===== config.mk =====
export PLATFORM = sky130hd
export DESIGN_NAME = smrk_ctrl
export DESIGN_NICKNAME = d
export VERILOG_FILES = /design/src/design/smrk_pkg.sv /design/src/design/smrk_ctrl.sv
export SDC_FILE = /design/constraint.sdc
export NUM_CORES = 1
export LEC_CHECK = 0
export BUFFER_PORTS_ARGS = -buffer_cell sky130_fd_sc_hd__buf_2
export CAP_MARGIN = 10
export CORE_AREA = 2 2 39 41
export CTS_CLUSTER_SIZE = 12
export DETAILED_ROUTE_END_ITERATION = 8
export DIE_AREA = 0 0 41 43
export PLACE_DENSITY = 0.45
export SLEW_MARGIN = 20
export SYNTH_ARGS = -nofsm -noshare
export SYNTH_HDL_FRONTEND = slang
export SYNTH_SLANG_ARGS = --single-unit

===== constraint.sdc =====
create_clock -name clk_i -period 1 [get_ports clk_i]
set_input_delay 0.2 -clock clk_i [delete_from_list [all_inputs] [get_ports clk_i]]
set_output_delay 0.2 -clock clk_i [all_outputs]
set_load 0.02 [all_outputs]

===== src/design/smrk_pkg.sv =====
// Package: shared constants and controller/datapath command and status types.
package smrk_pkg;

  localparam int MAX_LISTS = 8;
  localparam int MAX_LEN   = 64;

  localparam int DATA_W    = 32;
  localparam int LIST_ID_W = 3;
  localparam int COUNT_W   = 4;

  localparam logic signed [DATA_W-1:0] INT_MIN = {1'b1, {(DATA_W-1){1'b0}}};
  localparam logic signed [DATA_W-1:0] INT_MAX = {1'b0, {(DATA_W-1){1'b1}}};

  typedef struct packed {
    logic accept;
    logic init_start;
    logic init_rd;
    logic init_wr;
    logic step;
    logic fetch;
    logic finish;
  } smrk_cmd_t;

  typedef struct packed {
    logic in_fire;
    logic in_last;
    logic empty_any;
    logic init_last;
    logic step_last;
    logic out_free;
  } smrk_status_t;

endpackage


===== src/design/smrk_ctrl.sv =====
// Controller: sequences loading, head fetch, merge steps and result hand-off.
module smrk_ctrl (
  input  logic                   clk_i,
  input  logic                   rst_ni,
  input  smrk_pkg::smrk_status_t status_i,
  output smrk_pkg::smrk_cmd_t    cmd_o
);

  typedef enum logic [2:0] {
    ST_LOAD,
    ST_CHECK,
    ST_INIT_RD,
    ST_INIT_WR,
    ST_MERGE,
    ST_FETCH,
    ST_FINISH
  } state_e;

  state_e state_q, state_d;

  always_comb begin
    state_d = state_q;
    cmd_o   = '0;
    case (state_q)
      ST_LOAD: begin
        cmd_o.accept = 1'b1;
        if (status_i.in_fire && status_i.in_last) state_d = ST_CHECK;
      end
      ST_CHECK: begin
        cmd_o.init_start = 1'b1;
        state_d = status_i.empty_any ? ST_FINISH : ST_INIT_RD;
      end
      ST_INIT_RD: begin
        cmd_o.init_rd = 1'b1;
        state_d = ST_INIT_WR;
      end
      ST_INIT_WR: begin
        cmd_o.init_wr = 1'b1;
        state_d = status_i.init_last ? ST_MERGE : ST_INIT_RD;
      end
      ST_MERGE: begin
        cmd_o.step = 1'b1;
        state_d = status_i.step_last ? ST_FINISH : ST_FETCH;
      end
      ST_FETCH: begin
        cmd_o.fetch = 1'b1;
        state_d = ST_MERGE;
      end
      ST_FINISH: begin
        if (status_i.out_free) begin
          cmd_o.finish = 1'b1;
          state_d = ST_LOAD;
        end
      end
      default: state_d = ST_LOAD;
    endcase
  end

  always_ff @(posedge clk_i or negedge rst_ni) begin
    if (!rst_ni) begin
      state_q <= ST_LOAD;
    end else begin
      state_q <= state_d;
    end
  end

endmodule


==> results of run 1 <==
[cell usage after synthesis]
| cell | instances |
|---|---|
| sky130_fd_sc_hd__dfrtp_1 | 3 |
| sky130_fd_sc_hd__nor2b_1 | 2 |
| sky130_fd_sc_hd__nor3_1 | 2 |
| sky130_fd_sc_hd__nor3b_1 | 2 |
| sky130_fd_sc_hd__a211oi_1 | 1 |
| sky130_fd_sc_hd__a221o_1 | 1 |
| sky130_fd_sc_hd__a221oi_2 | 1 |
| sky130_fd_sc_hd__a22o_1 | 1 |
| sky130_fd_sc_hd__and2_1 | 1 |
| sky130_fd_sc_hd__and3b_2 | 1 |
| sky130_fd_sc_hd__and4b_1 | 1 |
| sky130_fd_sc_hd__and4b_2 | 1 |
| sky130_fd_sc_hd__buf_2 | 1 |
| sky130_fd_sc_hd__buf_4 | 1 |
| sky130_fd_sc_hd__buf_6 | 1 |
| sky130_fd_sc_hd__o21a_1 | 1 |
| sky130_fd_sc_hd__o21ai_1 | 1 |
| sky130_fd_sc_hd__o21bai_1 | 1 |
[layer usage]
layer	up-vias	part of all wire, %
met4	0	3.0
met2	10	49
met3	2	4.7
met5	-	0
met1	130	43
li1	140	-
[power by group]
part | switching [mW] | internal, mW | leakage [nW]
clock network | 0.0657 | 0.150 | 0.0150
logic | 0.537 | 0.791 | 0.195
registers | 0.0952 | 0.192 | 0.0342
[metrics by stage]
stage               hold slack [ns]  setup slack [ns]
floorplan                  -0.09559          -0.04853
global placement          -0.002407           -0.1473
detailed placement        -0.002714           -0.1647
CTS                          0.2213           -0.3428
global route                 0.2282           -0.3810
finish                       0.2162           -0.3418
[area by class of cell]
cell class / count / area, µm² / share of cell area, %
well taps: 16 / 20.02 / 3.756
repair buffers: 24 / 216.5 / 40.61
multi-input cells: 17 / 192.7 / 36.15
flip-flops and latches: 3 / 77.57 / 14.55
clock buffers: 4 / 26.28 / 4.930
[timing repair]
action,4_1_cts,5_1_grt
hold endpoints to repair,3,0
endpoints found under the setup margin,10,10
resized for setup,17,7
pin swaps,4,3
buffers inserted,3,2
hold buffers,1,0
[worst paths after layout]
check / start / cells after the start / endpoint
max: state_q[1] / 3 / cmd_o[2]
min: status_i[3] / 2 / state_q[2]
max reg2reg: state_q[0] / 3 / state_q[1]
min reg2reg: state_q[2] / 2 / state_q[2]
max in group asynchronous: rst_ni / 2 / state_q[0]
min in group asynchronous: rst_ni / 2 / state_q[1]
[logic make-up (layout without fill, tap and decap cells)]
group | count (synthesis) | in the layout
and+or+nand+nor | 10 | 10
DFF | 3 | 3
AOI/OAI and AO/OA | 7 | 7
buffers and inverters | 3 | 28
==> insert_results.sql, run 1 <==
INSERT INTO impl_metrics (metric_group, metric, value, unit) VALUES
('status', 'violations', 'setup timing', ''),
('final_layout', 'final_cells', '64', ''),
('global_route', 'grt_pass1_vias', '283', ''),
('yosys', 'synth-compound-area-share', '26.06', '%'),
('sta', 'final-setup-viol-count', '10', ''),
('worst_setup_path', 'cp_max_fo', '6', ''),
('placed_design', 'routabilityCongestion', '0.6742', ''),
('yosys', 'syn-instance-count', '23', ''),
('worst_setup_path', 'critical-path-slowest-cell', 'sky130_fd_sc_hd__dfrtp_2', ''),
('final_layout', 'p_r_area_growth_vs_syn', '126.6', '%'),
('worst_setup_path', 'critPathArrivalTime', '1.14', 'ns'),
('clocking', 'worst_setup_hold_path_clk_slew', '0.04', 'ns'),
('global_route', 'grt_util_met3', '3.141', '%'),
('yosys', 'post_synth_fa_ha_maj_area_fraction', '0', '%'),
('placed_design', 'post-dp-hpwl', '464.8', 'µm'),
('die', 'placement_rows', '14', ''),
('sta', 'final_max_slew_viol_count', '0', ''),
('yosys', 'synth_top_family_by_area', 'simple AND/OR/NAND/NOR gates', ''),
('sta', 'period_needed', '1.342', 'ns'),
('yosys', 'syn-num-nets', '31', ''),
('worst_setup_path', 'timing.critical_path.required', '0.80', 'ns'),
('yosys', 'mappedNetlistArea', '235.2', 'µm²'),
('yosys', 'yosys_register_bits', '3', ''),
('status', 'status', 'complete, but fails checks', ''),
('final_layout', 'antenna_cells_inserted', '0', ''),
('clocking', 'cts-root-to-sink-buffers', '2', ''),
('drt', 'vias', '282', ''),
('final_layout', 'final.fill_count', '144', ''),
('yosys', 'ys_warn_count', '0', ''),
('worst_setup_path', 'timing.critical_path.from_type', 'register', ''),
('yosys', 'sequential_fraction_of_the_synthesis_area', '31.91', '%'),
('global_route', 'grt_start_max_net_pins', '12', ''),
('final_layout', 'design_area', '533.0', 'µm²'),
('pwr', 'max_ir_drop_vdd', '0.9969', 'mV'),
('sta', 'timing.fmax', '745.3', 'MHz'),
('worst_setup_path', 'cpMostUsedCell', 'sky130_fd_sc_hd__buf_6', ''),
('final_layout', 'final_common_cell', 'sky130_fd_sc_hd__buf_6', ''),
('die', 'die_h', '43', 'µm'),
('clocking', 'cts_buffers', '3', ''),
('worst_setup_path', 'reg2reg_slack', '-0.12', 'ns'),
('global_route', 'met2_track_utilization_from_global_routing', '12.81', '%'),
('pwr', 'leakage', '0.2442', 'nW'),
('pwr', 'p_total', '1.830', 'mW'),
('yosys', 'simple_gate_area_share_of_the_yosys_netlist', '31.91', '%'),
('clocking', 'clk_latency', '0.24', 'ns'),
('worst_setup_path', 'cp_cell_sequence', 'buf_6, nor3b_4, buf_6', ''),
('sta', 'finClkSkew', '0.002728', 'ns'),
('clocking', 'cts_root_buffer', 'sky130_fd_sc_hd__clkbuf_4', ''),
('placed_design', 'post_dp_cell_area', '387.9', 'µm²'),
('yosys', 'synth_xor_xnor_area_share', '0', '%'),
('sta', 'layout_setup_ws', '-0.3418', 'ns'),
('yosys', 'synthesis.area_per_instance', '10.23', 'µm²'),
('sta', 'fin_tns_setup', '-2.501', 'ns'),
('placed_design', 'port_bufs', '14', ''),
('drt', 'drt_iter0_markers', '1', ''),
('yosys', 'yosys-mux-area-fraction', '0', '%'),
('placed_design', 'dp_cells', '55', ''),
('yosys', 'synth.area.top_cells', 'sky130_fd_sc_hd__dfrtp_1, sky130_fd_sc_hd__a221oi_2, sky130_fd_sc_hd__nor3b_1', ''),
('sta', 'grt_setup_unrepaired', 'yes', ''),
('yosys', 'synth_largest_area_cell', 'sky130_fd_sc_hd__dfrtp_1', ''),
('flow_run', 'max_cap_viol_count', '0', ''),
('die', 'design.core.area', '1384', 'µm²'),
('hold_path', 'hold_path.class', 'input port to register', ''),
('sta', 'hold_viol_final', '0', ''),
('die', 'fp.dieW', '41', 'µm'),
('die', 'io_pins', '15', ''),
('clocking', 'clock_tree.htree_level_count', '1', ''),
('final_layout', 'final_layout_size_suffix_gt1_share', '81.25', '%'),
('yosys', 'synth_cell_type_count', '18', ''),
('drt', 'detail-route-antenna-nets', '0', ''),
('pwr', 'power_per_cell_area', '3434', 'nW/µm²');
No activity file was read; power rests on OpenSTA's default activity.
==> inputs of run 2 (changes only) <==
--- a/config.mk
+++ b/config.mk
@@ -12,6 +12,7 @@
 export DETAILED_ROUTE_END_ITERATION = 8
 export DIE_AREA = 0 0 41 43
 export PLACE_DENSITY = 0.45
+export RECOVER_POWER = 25
 export SLEW_MARGIN = 20
 export SYNTH_ARGS = -nofsm -noshare
 export SYNTH_HDL_FRONTEND = slang
==> insert_results.sql, run 2 (synthesized netlist as in run 1, its figures left out) <==
INSERT INTO impl_metrics (metric_group, metric, value, unit) VALUES
('status', 'status', 'complete, but fails checks', ''),
('status', 'violations', 'setup timing', ''),
('placed_design', 'dpl_worst_slack', '-0.1647', 'ns'),
('clocking', 'clock_tree.htree_level_count', '1', ''),
('drt', 'drt-vias-per-instance', '4.406', ''),
('pwr', 'max_ir_drop_vdd', '0.9968', 'mV'),
('sta', 'timing.fmax', '745.2', 'MHz'),
('drt', 'drt_iter0_markers', '1', ''),
('drt', 'detail_route.drc_violations', '0', ''),
('sta', 'final-setup-viol-count', '10', ''),
('sta', 'finClkSkew', '0.002729', 'ns'),
('final_layout', 'antenna_cells_inserted', '0', ''),
('pwr', 'power_frac_comb', '72.5', '%'),
('placed_design', 'routabilityCongestion', '0.6742', ''),
('clocking', 'cts_root_buffer', 'sky130_fd_sc_hd__clkbuf_4', ''),
('sta', 'period_needed', '1.342', 'ns'),
('final_layout', 'final_layout_size_suffix_gt1_share', '79.17', '%'),
('placed_design', 'post-dp-hpwl', '464.8', 'µm'),
('clocking', 'cts_tree', 'built', ''),
('sta', 'layout_setup_ws', '-0.3419', 'ns'),
('final_layout', 'reg_top3', 'state_q x3', ''),
('pwr', 'power_report.internal_total', '1.132', 'mW'),
('worst_setup_path', 'timing.critical_path.from_type', 'register', ''),
('drt', 'vias', '282', ''),
('worst_setup_path', 'critPathArrivalTime', '1.14', 'ns'),
('sta', 'maxSlewHeadroom', '86.56', '%'),
('pwr', 'p_sw_share', '38.15', '%'),
('final_layout', 'final_common_cell', 'sky130_fd_sc_hd__buf_6', ''),
('worst_setup_path', 'cp_max_fo', '6', ''),
('final_layout', 'largest_register_ffs', '3', ''),
('final_layout', 'regMostFlops', 'state_q', ''),
('sta', 'tightest_slew', '0.2016', 'ns'),
('hold_path', 'hold_path.class', 'input port to register', ''),
('sta', 'final_max_slew_viol_count', '0', ''),
('final_layout', 'most_used_cells_in_the_layout_excluding_fill_and_tap_cells', 'sky130_fd_sc_hd__buf_6, sky130_fd_sc_hd__buf_2, sky130_fd_sc_hd__clkbuf_4, sky130_fd_sc_hd__buf_4', ''),
('drt', 'post_detailed_route_wirelength_per_cell', '9.875', 'µm'),
('global_route', 'overflow_after_grt', '0', ''),
('drt', 'drt-total-wl', '632', 'µm'),
('placed_design', 'port_bufs', '14', ''),
('global_route', 'grt_first_pass_wirelength', '1.090', 'mm'),
('die', 'io_pins', '15', ''),
('worst_setup_path', 'worstSetupEndpointType', 'output port', ''),
('clocking', 'clk_latency', '0.24', 'ns'),
('clocking', 'cts-root-to-sink-buffers', '2', ''),
('pwr', 'power_per_cell_area', '3441', 'nW/µm²'),
('drt', 'detail-route-antenna-nets', '0', ''),
('worst_setup_path', 'timing.critical_path.required', '0.80', 'ns'),
('die', 'design.core.area', '1384', 'µm²'),
('worst_setup_path', 'worstSetupPathType', 'register to output port', ''),
('flow_run', 'max_cap_viol_count', '0', ''),
('final_layout', 'num-nets-final', '57', ''),
('global_route', 'grt_start_max_net_pins', '12', ''),
('die', 'design.die.area', '1763', 'µm²'),
('global_route', 'grtUsageTotal', '9.749', '%'),
('die', 'starting_density_of_the_core', '17.00', '%'),
('pwr', 'power.switching', '0.6980', 'mW'),
('pwr', 'clockPowerShare', '11.8', '%'),
('global_route', 'grt_pass1_vias', '283', ''),
('clocking', 'tritoncts_num_sinks', '3', ''),
('pwr', 'seq_power_share', '15.7', '%'),
('sta', 'hold_viol_final', '0', ''),
('clocking', 'cts_buffers', '3', ''),
('sta', 'period_share', '134.2', '%'),
('final_layout', 'final_core_util', '38.43', '%'),
('clocking', 'worst_setup_hold_path_clk_slew', '0.04', 'ns'),
('final_layout', 'p_r_area_growth_vs_syn', '126.1', '%'),
('die', 'die_h', '43', 'µm'),
('pwr', 'leakage', '0.2414', 'nW'),
('sta', 'grt_setup_unrepaired', 'yes', ''),
('global_route', 'grt_antenna_before_repair', '0', ''),
('sta', 'worst_hold_slack', '0.2162', 'ns'),
('die', 'fp.dieW', '41', 'µm'),
('die', 'placement_rows', '14', ''),
('drt', 'drt_pre_antenna_iters', '2', '');
## run 2: cell types whose count changed in the layout (fill, tap and decap cells not counted), sizes merged
cell | before | now
buf | 23 | 22
clkbuf | 4 | 5
## run 2: power groups by stage
stage	clock network (mW)	registers [mW]	logic, mW
floorplan	0	0.230	0.729
global placement	0	0.272	0.931
detailed placement	0	0.274	0.948
CTS	0.226	0.277	1.25
global route	0.228	0.300	1.43
finish	0.216	0.287	1.33
## run 2: path summary, 6_finish.rpt
path / slack (ns) / cells past startpoint / from / end
min in group asynchronous: 0.30 / 2 / rst_ni / state_q[1]
min: 0.22 / 2 / status_i[3] / state_q[2]
max in group asynchronous: 0.54 / 2 / rst_ni / state_q[0]
max reg2reg: -0.12 / 3 / state_q[0] / state_q[1]
min reg2reg: 0.68 / 2 / state_q[2] / state_q[2]
max: -0.34 / 3 / state_q[1] / cmd_o[2]
## run 2: repair_timing
item,4_1_cts,5_1_grt
resized for setup,17,7
setup buffers,3,2
hold endpoints to repair,3,0
endpoints found under the setup margin,10,10
pin swaps,4,3
hold buffers,1,0
## run 2: layout make-up
class | instances | area [µm²]
Clock buffer | 4 | 26.28
Tap cell | 16 | 20.02
Sequential cell | 3 | 77.57
Fill cell | 145 | 852.1
Timing Repair Buffer | 24 | 215.2
Multi-Input combinational cell | 17 | 192.7
## run 2: worst max-delay path, cell delays in order, from the launching register on
cell and delay (ns):
sky130_fd_sc_hd__dfrtp_2 0.45, sky130_fd_sc_hd__buf_6 0.14, sky130_fd_sc_hd__nor3b_4 0.18, sky130_fd_sc_hd__buf_6 0.14
## run 2: stage by stage
step	TNS, ns	power (mW)	std cells	cell area [µm²]
3_3_place_gp	-1.106	1.203	55	387.9
4_1_cts	-2.690	1.751	63	501.7
5_1_grt	-3.020	1.958	64	531.8
2_1_floorplan	-0.2179	0.9592	23	277.8
3_5_place_dp	-1.187	1.222	55	387.9
6_report	-2.502	1.830	64	531.8
## run 2: layer usage
metal / up-vias / routed length [µm] / GRT usage (%)
met5: - / 0 / 0
met4: 0 / 19 / 10.00
met3: 2 / 30 / 3.141
met2: 10 / 309 / 12.81
met1: 130 / 274 / 11.29
li1: 140 / - / -
